==> config.mk <==
export PLATFORM = sky130hd
export DESIGN_NAME = token_rate_mantissa_exponent_encoder_top_flat
export DESIGN_NICKNAME = d
export VERILOG_FILES = /design/src/rtl/core/trme_pkg.sv /design/src/rtl/core/trme_in_if.sv /design/src/rtl/core/trme_out_if.sv /design/src/rtl/core/trme_derive.sv /design/src/rtl/core/trme_div.sv /design/src/rtl/core/token_rate_mantissa_exponent_encoder_top.sv /design/src/flat_wrapper.sv
export SDC_FILE = /design/constraint.sdc
export NUM_CORES = 1
export LEC_CHECK = 0
export BUFFER_PORTS_ARGS = -buffer_cell sky130_fd_sc_hd__buf_2
export CORE_MARGIN = 3
export CORE_UTILIZATION = 30
export CTS_CLUSTER_DIAMETER = 40
export DETAILED_ROUTE_END_ITERATION = 10
export PLACE_DENSITY = 0.46
export SETUP_SLACK_MARGIN = 0.05
export SLEW_MARGIN = 30
export SYNTH_ARGS = -nofsm -noshare
export SYNTH_HDL_FRONTEND = slang
export SYNTH_HIERARCHICAL = 1
export SYNTH_SLANG_ARGS = --single-unit
==> constraint.sdc <==
create_clock -name i_clk -period 5.4 [get_ports i_clk]
set_clock_uncertainty 0.05 [all_clocks]
set_input_delay 0 -clock i_clk [delete_from_list [all_inputs] [get_ports i_clk]]
set_output_delay 0 -clock i_clk [all_outputs]
set_load 0.03 [all_outputs]
==> src/rtl/core/trme_pkg.sv <==
// ----------------------------------------------------------------------------
// trme_pkg
// Shared widths, register indexes, reset values and result codes for the
// token rate mantissa/exponent encoder.
// ----------------------------------------------------------------------------
package trme_pkg;

    localparam int MANTISSA_BITS_DEF = 12;
    localparam int CREDITS_LOG2_DEF  = 4;

    localparam int RATE_W        = 40;
    localparam int CLK_MHZ_W     = 10;
    localparam int PRESCALER_W   = 5;
    localparam int HZ_PER_MHZ_W  = 20;
    localparam int HZ_W          = 30;   // 1023 MHz fits below 2^30
    localparam int EXP_W         = 6;
    localparam int START_W       = 7;    // start exponent spans 0..64
    localparam int STATUS_W      = 2;
    localparam int CFG_IDX_W     = 2;
    localparam int CFG_DATA_W    = 10;

    typedef logic [STATUS_W-1:0] t_status;

    localparam t_status ST_OK     = 2'd0;
    localparam t_status ST_REJECT = 2'd1;
    localparam t_status ST_RANGE  = 2'd2;

    localparam logic [CFG_IDX_W-1:0] CFG_CLK_MHZ   = 2'd0;
    localparam logic [CFG_IDX_W-1:0] CFG_PRESCALER = 2'd1;

    localparam logic [CLK_MHZ_W-1:0]    CLK_MHZ_RST   = 10'd600;
    localparam logic [PRESCALER_W-1:0]  PRESCALER_RST = 5'd0;
    localparam logic [HZ_PER_MHZ_W-1:0] HZ_PER_MHZ    = 20'd1000000;

    // Start exponent of an empty tick clock, and the largest usable one
    localparam logic [START_W-1:0] START_EMPTY = 7'd64;
    localparam logic [START_W-1:0] START_LAST  = 7'd63;

    typedef struct packed {
        logic done;
        logic range_err;
    } t_div_stat;

endpackage

==> src/rtl/core/trme_in_if.sv <==
// ----------------------------------------------------------------------------
// trme_in_if
// Input channel: one rate request per transfer.
// ----------------------------------------------------------------------------
interface trme_in_if;
    import trme_pkg::*;

    logic              valid;
    logic              ready;
    logic [RATE_W-1:0] rate_bytes;
    logic              clamp;

    modport source (output valid, rate_bytes, clamp, input ready);
    modport sink   (input valid, rate_bytes, clamp, output ready);

endinterface

==> src/rtl/core/trme_out_if.sv <==
// ----------------------------------------------------------------------------
// trme_out_if
// Result channel: mantissa, exponent and status per transfer.
// ----------------------------------------------------------------------------
interface trme_out_if #(
    parameter int MANT_W = trme_pkg::MANTISSA_BITS_DEF
);
    import trme_pkg::*;

    logic              valid;
    logic              ready;
    logic [MANT_W-1:0] mantissa;
    logic [EXP_W-1:0]  exponent;
    t_status           status;

    modport source (output valid, mantissa, exponent, status, input ready);
    modport sink   (input valid, mantissa, exponent, status, output ready);

endinterface

==> src/rtl/core/trme_derive.sv <==
// ----------------------------------------------------------------------------
// trme_derive
// Holds the clock configuration and derives tick rate, maximum rate and
// start exponent after reset and after every register write.
// ----------------------------------------------------------------------------
module trme_derive #(
    parameter int MANTISSA_BITS         = trme_pkg::MANTISSA_BITS_DEF,
    parameter int CREDITS_PER_BYTE_LOG2 = trme_pkg::CREDITS_LOG2_DEF
) (
    input  logic                                           i_clk,
    input  logic                                           i_rst_n,
    input  logic                                           i_cfg_we,
    input  logic [trme_pkg::CFG_IDX_W-1:0]                 i_cfg_idx,
    input  logic [trme_pkg::CFG_DATA_W-1:0]                i_cfg_data,
    output logic [trme_pkg::HZ_W-1:0]                      o_hz,
    output logic [trme_pkg::HZ_W+MANTISSA_BITS-CREDITS_PER_BYTE_LOG2-1:0] o_peak_rate,
    output logic [trme_pkg::START_W-1:0]                   o_start_exp,
    output logic                                           o_busy
);
    import trme_pkg::*;

    localparam int SCAN_W = HZ_W + MANTISSA_BITS;
    localparam int MAXR_W = SCAN_W - CREDITS_PER_BYTE_LOG2;

    localparam logic [2:0] D_IDLE  = 3'd0;
    localparam logic [2:0] D_MUL   = 3'd1;
    localparam logic [2:0] D_SHIFT = 3'd2;
    localparam logic [2:0] D_MAX   = 3'd3;
    localparam logic [2:0] D_SCAN  = 3'd4;

    logic [2:0]             r_state, n_state;
    logic [CLK_MHZ_W-1:0]   r_clk_mhz;
    logic [PRESCALER_W-1:0] r_presc;
    logic [HZ_W-1:0]        r_prod;
    logic [HZ_W-1:0]        r_hz;
    logic [MAXR_W-1:0]      r_max;
    logic [SCAN_W-1:0]      r_scan;
    logic [START_W-1:0]     r_start;

    logic                   cfg_hit;
    logic [HZ_W-1:0]        prod;
    logic [SCAN_W-1:0]      full;
    logic [SCAN_W-1:0]      maxv;

    assign cfg_hit = i_cfg_we && (i_cfg_idx == CFG_CLK_MHZ || i_cfg_idx == CFG_PRESCALER);
    assign prod    = HZ_W'(r_clk_mhz) * HZ_W'(HZ_PER_MHZ);
    // hz * (2^M - 1) as shift and subtract
    assign full    = (SCAN_W'(r_hz) << MANTISSA_BITS) - SCAN_W'(r_hz);
    assign maxv    = full >> CREDITS_PER_BYTE_LOG2;

    always_comb begin
        n_state = r_state;
        if (cfg_hit) begin
            n_state = D_MUL;
        end else begin
            unique case (r_state)
                D_IDLE:  n_state = D_IDLE;
                D_MUL:   n_state = D_SHIFT;
                D_SHIFT: n_state = D_MAX;
                D_MAX:   n_state = D_SCAN;
                D_SCAN: begin
                    if (r_scan == '0) begin
                        n_state = D_IDLE;
                    end
                end
                default: n_state = D_IDLE;
            endcase
        end
    end

    always_ff @(posedge i_clk) begin
        if (!i_rst_n) begin
            r_state   <= D_MUL;
            r_clk_mhz <= CLK_MHZ_RST;
            r_presc   <= PRESCALER_RST;
        end else begin
            r_state <= n_state;
            if (i_cfg_we && i_cfg_idx == CFG_CLK_MHZ) begin
                r_clk_mhz <= i_cfg_data[CLK_MHZ_W-1:0];
            end
            if (i_cfg_we && i_cfg_idx == CFG_PRESCALER) begin
                r_presc <= i_cfg_data[PRESCALER_W-1:0];
            end
        end
    end

    // Leading-one search: one bit per cycle, count the start exponent down
    always_ff @(posedge i_clk) begin
        case (r_state)
            D_MUL:   r_prod <= prod;
            D_SHIFT: r_hz   <= r_prod >> r_presc;
            D_MAX: begin
                r_max   <= maxv[MAXR_W-1:0];
                r_scan  <= maxv << CREDITS_PER_BYTE_LOG2;
                r_start <= START_EMPTY;
            end
            D_SCAN: begin
                if (r_scan != '0) begin
                    r_scan  <= r_scan >> 1;
                    r_start <= r_start - START_W'(1);
                end
            end
            default: ;
        endcase
    end

    assign o_hz        = r_hz;
    assign o_peak_rate = r_max;
    assign o_start_exp = r_start;
    assign o_busy      = (r_state != D_IDLE);

endmodule

==> src/rtl/core/trme_div.sv <==
// ----------------------------------------------------------------------------
// trme_div
// Bit-serial restoring divider that stops once the mantissa window is full or
// the dividend runs out; the bit position where it stops gives the exponent.
// ----------------------------------------------------------------------------
module trme_div #(
    parameter int MANTISSA_BITS         = trme_pkg::MANTISSA_BITS_DEF,
    parameter int CREDITS_PER_BYTE_LOG2 = trme_pkg::CREDITS_LOG2_DEF,
    parameter int RATE_SEL_W            = trme_pkg::RATE_W
) (
    input  logic                             i_clk,
    input  logic                             i_rst_n,
    input  logic                             i_start,
    input  logic [RATE_SEL_W-1:0]            i_rate,
    input  logic [trme_pkg::HZ_W-1:0]        i_hz,
    input  logic [trme_pkg::START_W-1:0]     i_start_exp,
    output trme_pkg::t_div_stat              o_stat,
    output logic [MANTISSA_BITS-1:0]         o_mant,
    output logic [trme_pkg::EXP_W-1:0]       o_exp
);
    import trme_pkg::*;

    // Highest dividend bit position fed in, plus one
    localparam int POS_W = $clog2(64 + CREDITS_PER_BYTE_LOG2 + RATE_SEL_W);
    localparam int CNT_W = $clog2(MANTISSA_BITS + 1);

    logic                     r_busy;
    logic                     r_done;
    logic                     r_range;
    logic [RATE_SEL_W-1:0]    r_rate;
    logic [HZ_W-1:0]          r_rem;
    logic [POS_W-1:0]         r_pos;
    logic [MANTISSA_BITS-1:0] r_q;
    logic [CNT_W-1:0]         r_cnt;
    logic [EXP_W-1:0]         r_exp;

    logic [HZ_W:0]            trial;
    logic [HZ_W:0]            diff;
    logic                     ge;
    logic [HZ_W-1:0]          n_rem;
    logic [MANTISSA_BITS-1:0] n_q;
    logic                     counting;
    logic [CNT_W-1:0]         n_cnt;
    logic                     stop;
    logic [POS_W-1:0]         start_pos;
    logic [POS_W-1:0]         exp_diff;

    assign trial     = {r_rem, r_rate[RATE_SEL_W-1]};
    assign diff      = trial - {1'b0, i_hz};
    assign ge        = (trial >= {1'b0, i_hz});
    assign n_rem     = ge ? diff[HZ_W-1:0] : trial[HZ_W-1:0];
    assign n_q       = {r_q[MANTISSA_BITS-2:0], ge};
    // Count quotient bits from the leading one on
    assign counting  = (r_cnt != '0) || ge;
    assign n_cnt     = counting ? r_cnt + CNT_W'(1) : r_cnt;
    assign stop      = (n_cnt == CNT_W'(MANTISSA_BITS)) || (r_pos == '0);
    assign start_pos = POS_W'(i_start_exp);
    assign exp_diff  = start_pos - r_pos;

    always_ff @(posedge i_clk) begin
        if (!i_rst_n) begin
            r_busy <= 1'b0;
            r_done <= 1'b0;
        end else begin
            r_done <= 1'b0;
            if (i_start) begin
                r_busy <= 1'b1;
            end else if (r_busy && stop) begin
                r_busy <= 1'b0;
                r_done <= 1'b1;
            end
        end
    end

    always_ff @(posedge i_clk) begin
        if (i_start) begin
            r_rate <= i_rate;
            r_rem  <= '0;
            r_pos  <= start_pos + POS_W'(CREDITS_PER_BYTE_LOG2 + RATE_SEL_W - 1);
            r_q    <= '0;
            r_cnt  <= '0;
        end else if (r_busy) begin
            r_rate <= r_rate << 1;
            r_rem  <= n_rem;
            r_q    <= n_q;
            r_cnt  <= n_cnt;
            r_pos  <= r_pos - POS_W'(1);
            if (stop) begin
                r_range <= (r_pos > start_pos);
                r_exp   <= exp_diff[EXP_W-1:0];
            end
        end
    end

    assign o_stat.done      = r_done;
    assign o_stat.range_err = r_range;
    assign o_mant           = r_q;
    assign o_exp            = r_exp;

endmodule

==> src/rtl/core/token_rate_mantissa_exponent_encoder_top.sv <==
// ----------------------------------------------------------------------------
// token_rate_mantissa_exponent_encoder_top
// Byte rate to token bucket mantissa/exponent encoder.
// ----------------------------------------------------------------------------
// One request is handled at a time. After acceptance a check state compares the
// rate against the maximum; a rejected rate or an empty tick clock finishes there.
// Otherwise the bit-serial divider runs one quotient bit per cycle from dividend
// bit start_exponent + CREDITS_PER_BYTE_LOG2 + RW - 1 (39 by default) downward
// and stops as soon as MANTISSA_BITS bits from the leading one on are in, or
// the last dividend bit is in. The divider result passes through the done state
// and is then handed to the output register, where it sits. After reset and
// after each write of clk_mhz or prescaler the tick rate, maximum rate and start
// exponent are re-derived with a one-bit-per-cycle leading-one search; input
// ready stays low during that time.
// ----------------------------------------------------------------------------
module token_rate_mantissa_exponent_encoder_top #(
    parameter int MANTISSA_BITS         = trme_pkg::MANTISSA_BITS_DEF,
    parameter int CREDITS_PER_BYTE_LOG2 = trme_pkg::CREDITS_LOG2_DEF
) (
    input  logic                            i_clk,
    input  logic                            i_rst_n,
    input  logic                            i_cfg_we,
    input  logic [trme_pkg::CFG_IDX_W-1:0]  i_cfg_idx,
    input  logic [trme_pkg::CFG_DATA_W-1:0] i_cfg_data,
    trme_in_if.sink                         i_in,
    trme_out_if.source                      o_out
);
    import trme_pkg::*;

    localparam int MAXR_W = HZ_W + MANTISSA_BITS - CREDITS_PER_BYTE_LOG2;
    localparam int RW     = (MAXR_W > RATE_W) ? MAXR_W : RATE_W;

    localparam logic [1:0] S_IDLE  = 2'd0;
    localparam logic [1:0] S_CHECK = 2'd1;
    localparam logic [1:0] S_DIV   = 2'd2;
    localparam logic [1:0] S_DONE  = 2'd3;

    logic [1:0]               r_state, n_state;
    logic [RATE_W-1:0]        r_rate;
    logic                     r_clamp;
    logic [MANTISSA_BITS-1:0] r_res_mant, n_res_mant;
    logic [EXP_W-1:0]         r_res_exp, n_res_exp;
    t_status                  r_res_status, n_res_status;
    logic                     r_out_valid;
    logic [MANTISSA_BITS-1:0] r_out_mant;
    logic [EXP_W-1:0]         r_out_exp;
    t_status                  r_out_status;

    logic [HZ_W-1:0]          hz;
    logic [MAXR_W-1:0]        peak_rate;
    logic [START_W-1:0]       start_exp;
    logic                     derive_busy;

    logic                     div_start;
    t_div_stat                div_stat;
    logic [MANTISSA_BITS-1:0] div_mant;
    logic [EXP_W-1:0]         div_exp;

    logic                     in_xfer;
    logic                     out_free;
    logic [RW-1:0]            rate_ext;
    logic [RW-1:0]            max_ext;
    logic                     over;
    logic [RW-1:0]            rate_sel;
    logic                     no_clock;

    trme_derive #(
        .MANTISSA_BITS         (MANTISSA_BITS),
        .CREDITS_PER_BYTE_LOG2 (CREDITS_PER_BYTE_LOG2)
    ) u_derive (
        .i_clk       (i_clk),
        .i_rst_n     (i_rst_n),
        .i_cfg_we    (i_cfg_we),
        .i_cfg_idx   (i_cfg_idx),
        .i_cfg_data  (i_cfg_data),
        .o_hz        (hz),
        .o_peak_rate (peak_rate),
        .o_start_exp (start_exp),
        .o_busy      (derive_busy)
    );

    trme_div #(
        .MANTISSA_BITS         (MANTISSA_BITS),
        .CREDITS_PER_BYTE_LOG2 (CREDITS_PER_BYTE_LOG2),
        .RATE_SEL_W            (RW)
    ) u_div (
        .i_clk       (i_clk),
        .i_rst_n     (i_rst_n),
        .i_start     (div_start),
        .i_rate      (rate_sel),
        .i_hz        (hz),
        .i_start_exp (start_exp),
        .o_stat      (div_stat),
        .o_mant      (div_mant),
        .o_exp       (div_exp)
    );

    assign i_in.ready = (r_state == S_IDLE) && !derive_busy;
    assign in_xfer    = i_in.valid && i_in.ready;
    assign out_free   = !r_out_valid || o_out.ready;

    assign rate_ext = RW'(r_rate);
    assign max_ext  = RW'(peak_rate);
    assign over     = (rate_ext > max_ext);
    assign rate_sel = over ? max_ext : rate_ext;
    assign no_clock = (start_exp > START_LAST);

    always_comb begin
        n_state      = r_state;
        n_res_mant   = r_res_mant;
        n_res_exp    = r_res_exp;
        n_res_status = r_res_status;
        div_start    = 1'b0;
        unique case (r_state)
            S_IDLE: begin
                if (in_xfer) begin
                    n_state = S_CHECK;
                end
            end
            S_CHECK: begin
                if (over && !r_clamp) begin
                    n_res_mant   = '0;
                    n_res_exp    = '0;
                    n_res_status = ST_REJECT;
                    n_state      = S_DONE;
                end else if (no_clock) begin
                    n_res_mant   = '0;
                    n_res_exp    = '0;
                    n_res_status = ST_RANGE;
                    n_state      = S_DONE;
                end else begin
                    div_start = 1'b1;
                    n_state   = S_DIV;
                end
            end
            S_DIV: begin
                if (div_stat.done) begin
                    if (div_stat.range_err) begin
                        n_res_mant   = '0;
                        n_res_exp    = '0;
                        n_res_status = ST_RANGE;
                    end else begin
                        n_res_mant   = div_mant;
                        n_res_exp    = div_exp;
                        n_res_status = ST_OK;
                    end
                    n_state = S_DONE;
                end
            end
            S_DONE: begin
                if (out_free) begin
                    n_state = S_IDLE;
                end
            end
            default: n_state = S_IDLE;
        endcase
    end

    always_ff @(posedge i_clk) begin
        if (!i_rst_n) begin
            r_state     <= S_IDLE;
            r_out_valid <= 1'b0;
        end else begin
            r_state <= n_state;
            if (r_state == S_DONE && out_free) begin
                r_out_valid <= 1'b1;
            end else if (o_out.ready) begin
                r_out_valid <= 1'b0;
            end
        end
    end

    always_ff @(posedge i_clk) begin
        if (in_xfer) begin
            r_rate  <= i_in.rate_bytes;
            r_clamp <= i_in.clamp;
        end
        r_res_mant   <= n_res_mant;
        r_res_exp    <= n_res_exp;
        r_res_status <= n_res_status;
        // Hand the finished result to the output register on a free slot
        if (r_state == S_DONE && out_free) begin
            r_out_mant   <= r_res_mant;
            r_out_exp    <= r_res_exp;
            r_out_status <= r_res_status;
        end
    end

    assign o_out.valid    = r_out_valid;
    assign o_out.mantissa = r_out_mant;
    assign o_out.exponent = r_out_exp;
    assign o_out.status   = r_out_status;

`ifndef NO_ASSERTIONS
    a_accept_to_check: assert property (@(posedge i_clk) disable iff (!i_rst_n)
        in_xfer |=> (r_state == S_CHECK))
        else $error("accepted transfer did not enter the rate check");

    a_div_done_in_div: assert property (@(posedge i_clk) disable iff (!i_rst_n)
        div_stat.done |-> (r_state == S_DIV))
        else $error("divider finished outside the divide state");

    a_error_zero_fields: assert property (@(posedge i_clk) disable iff (!i_rst_n)
        (o_out.valid && o_out.status != ST_OK) |->
            (o_out.mantissa == '0 && o_out.exponent == '0))
        else $error("error result carries a nonzero mantissa or exponent");
`endif

endmodule
==> src/flat_wrapper.sv <==
// flat-port wrapper written by rule: the top's interface ports become plain ports
module token_rate_mantissa_exponent_encoder_top_flat import trme_pkg::*;
#(
    parameter int MANTISSA_BITS         = trme_pkg::MANTISSA_BITS_DEF,
    parameter int CREDITS_PER_BYTE_LOG2 = trme_pkg::CREDITS_LOG2_DEF
)
  (i_clk, i_rst_n, i_cfg_we, i_cfg_idx, i_cfg_data, i_in_valid, i_in_rate_bytes, i_in_clamp, i_in_ready, o_out_valid, o_out_mantissa, o_out_exponent, o_out_status, o_out_ready);
  trme_in_if i_in_i ();
  trme_out_if o_out_i ();
  input  logic i_clk;
  input  logic i_rst_n;
  input  logic i_cfg_we;
  input  logic [trme_pkg::CFG_IDX_W-1:0] i_cfg_idx;
  input  logic [trme_pkg::CFG_DATA_W-1:0] i_cfg_data;
  input wire logic [$bits(i_in_i.valid)-1:0] i_in_valid;
  input wire logic [$bits(i_in_i.rate_bytes)-1:0] i_in_rate_bytes;
  input wire logic [$bits(i_in_i.clamp)-1:0] i_in_clamp;
  output wire logic [$bits(i_in_i.ready)-1:0] i_in_ready;
  output wire logic [$bits(o_out_i.valid)-1:0] o_out_valid;
  output wire logic [$bits(o_out_i.mantissa)-1:0] o_out_mantissa;
  output wire logic [$bits(o_out_i.exponent)-1:0] o_out_exponent;
  output wire logic [$bits(o_out_i.status)-1:0] o_out_status;
  input wire logic [$bits(o_out_i.ready)-1:0] o_out_ready;
  assign i_in_i.valid = i_in_valid;
  assign i_in_i.rate_bytes = i_in_rate_bytes;
  assign i_in_i.clamp = i_in_clamp;
  assign i_in_ready = i_in_i.ready;
  assign o_out_valid = o_out_i.valid;
  assign o_out_mantissa = o_out_i.mantissa;
  assign o_out_exponent = o_out_i.exponent;
  assign o_out_status = o_out_i.status;
  assign o_out_i.ready = o_out_ready;
  token_rate_mantissa_exponent_encoder_top #(.MANTISSA_BITS(MANTISSA_BITS), .CREDITS_PER_BYTE_LOG2(CREDITS_PER_BYTE_LOG2)) u_core (.i_clk(i_clk), .i_rst_n(i_rst_n), .i_cfg_we(i_cfg_we), .i_cfg_idx(i_cfg_idx), .i_cfg_data(i_cfg_data), .i_in(i_in_i), .o_out(o_out_i));
endmodule
Yosys cells after proc, flatten, opt, wreduce, memory -nomap -nowiden. Index checks and enable logic that the tools add are counted.

Bits in registers: 345. Input port bits: 58. Output and inout port bits: 22. Word-level logic and storage cells: 132.

Add/sub/neg operators: 7. Multiply operators: 1. Order comparisons: 4. Equality and inequality tests: 15. Shift operators: 1. Mux-type cells: 42. Bitwise operators: 2. Reduce and logical (&&, ||, !) cells: 33.

Operators by type and width (number): 40-bit two-way mux (3); 42-bit one-hot mux with 2 select lines (1); 12-bit two-way mux (4); 42-bit zero test (1); 42-bit two-way mux (1); 42-bit nonzero test (1); 42-bit by 30-bit subtractor with 42-bit output (1); 40-bit by 38-bit greater-than comparator with 1-bit output (1); 31-bit by 30-bit greater-or-equal comparator with 1-bit output (1); 30-bit two-way mux (1); 30-bit by 5-bit right shift with 30-bit output (1); 30-bit subtractor (1); 10-bit by 14-bit multiplier with 24-bit output (second input constant) (1); 6-bit two-way mux (4); 12-bit one-hot mux with 2 select lines (1); 7-bit two-way mux (3); 2-bit two-way mux (8); 7-bit one-hot mux with 2 select lines (1); 7-bit by 1-bit subtractor with 7-bit output (second input constant) (2); 3-bit one-hot mux with 4 select lines (1); 6-bit one-hot mux with 2 select lines (1); 2-bit nonzero test (5); 1-bit two-way mux (9); 3-bit AND reduction (3); other kinds (28) (49).

Logic depth before layout (Yosys ltp).
Depth in word-level cells: 8. Mapped depth: 15. Gate-level depth less buffers: 15.

Cells and area by module. Netlist, hierarchy kept.

Modules (own cells, without submodules): trme_derive (instances 1, cells each 968, area each 10482.6 um2); token_rate_mantissa_exponent_encoder_top (instances 1, cells each 709, area each 6547.5 um2); trme_div (instances 1, cells each 655, area each 6433.7 um2).

Worst setup path before layout. No wires, ideal clock.

Path kind: register -> register. Start: register u_core.u_derive.r_clk_mhz[3]. End: register u_core.u_derive.r_prod[26], data pin. Data arrival time: 4.215 ns. Data required time: 5.092 ns. Path slack: 0.877 ns. Stages on the path, launching flop included: 15. Buffers on the path: 0. Clock period less this slack: 4.523 ns. Path through: dfxtp_1 fa_1 ha_1 fa_1 inv_1 fa_1 fa_1 inv_1 ha_1 or2_2 a221oi_1 a21oi_1 a21o_1 a21oi_1 xnor2_1.

Cells in the longest elaborated chain, start to end: 1.

RTL lines: start, declared (line trme_derive.sv:32) `logic [CLK_MHZ_W-1:0] r_clk_mhz;`; start signal, assigned (line trme_derive.sv:79) `r_clk_mhz <= i_cfg_data[CLK_MHZ_W-1:0];`; 10-bit by 14-bit multiplier with 24-bit output (line trme_derive.sv:46) `assign prod = HZ_W'(r_clk_mhz) * HZ_W'(HZ_PER_MHZ);`; via u_core.u_derive.prod[26] (line trme_derive.sv:41) `logic [HZ_W-1:0] prod;`; end signal, assigned (line trme_derive.sv:90) `D_MUL: r_prod <= prod;`; end, declared (line trme_derive.sv:34) `logic [HZ_W-1:0] r_prod;`.

The timed path passes the listed nets, and every way through them passes these cells. A chain may end at the register's enable or synchronous reset.

Worst setup path after layout.
Start: register u_core.u_derive.r_clk_mhz[5]. End: register u_core.u_derive.r_prod[26], data pin.

Same word-level chain as after synthesis.

==> impl_metrics.py <==
metrics = {
    "yosys": {
        "syn_area_per_cell_um2": 10.1,
        "synth_area_mm2": 0.0235,
        "ys_warn_count": 6,
        "async_reset_ff_share_pct": 0,
        "ys_ff_latch": 345,
        "netlist_top_cells_area": "edfxtp_1 35%, ha_1 9.7%, dfxtp_1 5.9%",
        "synth_top_area_share_pct": 35.3,
        "synth-edff-count": 276,
        "ys.flop_type": "edfxtp_1",
        "synth-seq-area-share_pct": 41.2,
        "synthDistinctLibCells": 95,
        "synth_cells": 2332,
        "yosys.area.top_type": "edfxtp_1",
    },
    "cts": {
        "cts_buffer_depth": 3,
        "numClockSinks": 345,
        "cts_tree": "yes",
        "clkTransAtPathRegs_ns": 0.05,
        "cts_resized": 0,
        "hold_buffers": 78,
        "htree_levels": 3,
        "clk_latency_ns": 0.62,
        "cts_made_buffers": 70,
        "post_cts_buffers": 0,
        "cts-root-buf": "clkbuf_16",
    },
    "finish": {
        "drive_above_1_share_pct": 14.4,
        "n_fill_cell": 7634,
        "utilization_pct": 36.7,
        "diodes": 0,
        "layout.nets": 2723,
        "synthToLayoutAreaGrowth_pct": 20.1,
    },
    "sta": {
        "fin_crit_sh_pct": 90.0,
        "setup_viol": 0,
        "rsz0062_at_grt": "no",
        "relSlewSlack_pct": 35.3,
        "period_minus_slack_ns": 4.86,
        "fmax_mhz": 206,
        "hold_viol": 0,
        "final.setup.tns_ns": 0,
        "worst_pin_slew_ns": 0.970,
        "slew_violations": 0,
    },
    "power": {
        "power_leakage_nw": 11.0,
        "irDropWorstVdd_uv": 243,
        "power_density_mw_per_mm2": 374,
    },
    "global_routing": {
        "grt_max_degree": 77,
        "grt-ovfl-total": 0,
        "grt_pass1_wl_um": 103000,
        "track_usage_pct": 15.7,
        "antenna_found_initial": 0,
        "grt_pass1_vias": 18700,
    },
    "die": {
        "die-height_um": 286,
        "start_util_pct": 30.6,
        "rows": 101,
        "core_area_mm2": 0.0767,
        "dieArea_mm2": 0.0816,
        "pin_count": 80,
        "die_w_um": 286,
    },
    "critical_path": {
        "start_kind": "register",
        "required_ns": 5.68,
        "cp.depth": 14,
        "worstPathArrival_ns": 5.14,
        "path_delay_family": "adder cells",
        "cp-end-kind": "register",
        "cpPeakStageDelay_ns": 0.60,
        "crit_type": "reg -> reg",
        "cp_cell_sequence": "fa_1 -> ha_1 -> inv_1 -> fa_1 -> inv_1 -> fa_1 -> ha_1 -> ha_1 -> a21o_1 -> a2111oi_0 -> a21oi_1 -> a21o_1 -> a21oi_1 -> xnor2_1",
        "critPathBufInv": 2,
        "critPathMaxFanout": 7,
        "crit_path_top_delay_cell": "a2111oi_0",
        "reg2reg_depth": 14,
    },
    "drt": {
        "drc": 0,
        "detail-route-antenna-nets": 0,
        "drtPass1Iterations": 5,
        "wl_um": 65000,
        "wl_per_cell_um": 18.3,
        "drt_iter0_markers": 1153,
        "vias_per_cell": 5.23,
        "vias": 18500,
    },
    "placement": {
        "gp_congestion": 0.853,
        "portBuffers": 79,
        "post-dp-hpwl_um": 45800,
    },
    "min_path": {
        "min_path_type": "in -> reg",
        "min_path_cells": 2,
    },
    "outcome": {
        "outcome": "finished, final reports clean",
    },
    "flow_run": {
        "cap_violations": 0,
    },
}
## per-layer routing
layer,track usage (%),up-vias,wire [um]
met4,6.21,0,2050
met1,20.0,8900,29100
met2,26.6,499,31000
met3,2.73,115,2870
met5,0,-,0
li1,-,9021,-
## cell usage after synthesis, types with 12 or more instances
cell type and n:
xnor2_1 64, o2111ai_1 40, o21a_1 16, fa_1 27, nor4_1 17, a31oi_1 14, a21oi_1 108, and3_1 15
inv_1 173, clkbuf_1 108, nand3_1 81, buf_2 15, nor2b_1 19, dfxtp_1 69, xor2_1 29, o31ai_1 49
mux2i_1 56, edfxtp_1 276, nand2_1 194, nor3_1 66, ha_1 182, nand4_1 94, a21o_1 30, nor2_1 124
nand2b_1 12, mux2_2 74, o21ai_0 50, a211oi_1 91, and2_1 27
## power breakdown
group	total [W]	leakage (nW)	switching (W)	internal, W
logic	0.00255	6.74	0.00150	0.00106
registers	0.00357	3.11	0.000261	0.00331
clock network	0.00441	1.17	0.00146	0.00296
## layout make-up
class / count / area, um2 / share of cell area, %
Clock inverter: 38 / 515 / 1.83
Sequential cell: 345 / 9670 / 34.3
Clock buffer: 91 / 1920 / 6.83
Inverter: 174 / 653 / 2.32
Timing Repair Buffer: 193 / 1510 / 5.37
Tap cell: 1030 / 1290 / 4.57
Multi-Input combinational cell: 1672 / 12600 / 44.8
## state kept, by name (all words and copies together) (netlist names), 3 cells and up
name / count
u_core/r_res_exp: 6
u_core/u_derive/r_scan: 42
u_core/u_div/r_cnt: 4
u_core/u_derive/r_clk_mhz: 10
u_core/u_derive/o_peak_rate: 38
u_core/u_div/r_pos: 7
u_core/u_derive/o_hz: 30
u_core/u_div/o_mant: 12
u_core/u_derive/o_start_exp: 7
u_core/o_out.exponent: 6
u_core/u_div/o_exp: 6
u_core/u_div/r_rem: 30
u_core/u_div/r_rate: 40
u_core/r_res_mant: 12
u_core/r_rate: 40
u_core/o_out.mantissa: 12
u_core/u_derive/r_prod: 24
u_core/u_derive/r_presc: 5
u_core/u_derive/r_state: 3
## worst register-to-register path: stages, from the launching register on
cell and delay [ns]:
dfxtp_1 0.53, fa_1 0.51, ha_1 0.29, inv_1 0.05
fa_1 0.52, inv_1 0.05, fa_1 0.47, ha_1 0.31
ha_1 0.36, a21o_1 0.21, a2111oi_0 0.60, a21oi_1 0.20
a21o_1 0.21, a21oi_1 0.16, xnor2_1 0.08
## cell usage in the layout (no fill, tap or decap), types with 11 or more instances in the layout
cell type / Yosys / routed
buf_2: 15 / 79
and3_1: 15 / 14
and2_1: 27 / 26
mux2i_1: 56 / 56
o2111ai_1: 40 / 40
or3_1: 11 / 11
a21boi_0: 11 / 11
clkbuf_16: 0 / 72
o21a_1: 16 / 16
a32oi_1: 11 / 11
nand3_1: 81 / 81
clkbuf_1: 108 / 14
nor4_1: 17 / 17
nand4_1: 94 / 94
nand2b_1: 12 / 12
a21o_1: 30 / 30
mux2_2: 74 / 74
o21ai_0: 50 / 50
fa_1: 27 / 27
dlygate4sd3_1: 0 / 78
edfxtp_1: 276 / 276
ha_1: 182 / 182
nor3_1: 66 / 66
xor2_1: 29 / 29
nor2_1: 124 / 122
xnor2_1: 64 / 64
a31oi_1: 14 / 14
o31ai_1: 49 / 49
a211oi_1: 91 / 91
dfxtp_1: 69 / 68
inv_1: 173 / 172
nor2b_1: 19 / 17
a21oi_1: 108 / 107
buf_4: 6 / 32
nand2_1: 194 / 193
## through the flow
stage | cells | hold slack, ns | setup slack (ns) | area, um2 | power [W]
after detailed placement | 3336 | 0.128 | 0.563 | 24900 | 0.00611
after floorplan | 2333 | 0.0489 | 0.877 | 23500 | 0.00543
after CTS | 3543 | 0.00618 | 0.506 | 28200 | 0.0107
after global placement | 3334 | 0.129 | 0.541 | 24900 | 0.00607
final | 3543 | 0.0482 | 0.541 | 28200 | 0.0105
after global routing | 3543 | 0.0303 | 0.222 | 28200 | 0.0112
## cell families after synthesis
kind of cell | Yosys count | share of synthesized area [%]
flip-flops | 345 | 41.2
other | 1 | 0.0160
adder cells (fa/ha/maj) | 209 | 12.0
AO/OA/AOI/OAI | 522 | 15.8
multiplexers | 138 | 6.71
buffers and inverters | 316 | 5.42
XOR/XNOR | 93 | 3.47
AND/OR/NAND/NOR | 708 | 15.3
## worst paths after layout
kind,startpoint,end,slack (ns)
setup / recovery,u_core/u_derive/r_clk_mhz[5],u_core/u_derive/r_prod[26],0.54
hold reg to reg,u_core/r_res_mant[7],u_core/o_out.mantissa[7],0.37
setup reg to reg,u_core/u_derive/r_clk_mhz[5],u_core/u_derive/r_prod[26],0.54
hold / removal,i_in_rate_bytes[35],u_core/r_rate[35],0.05
(Power assumes the default switching activity.)
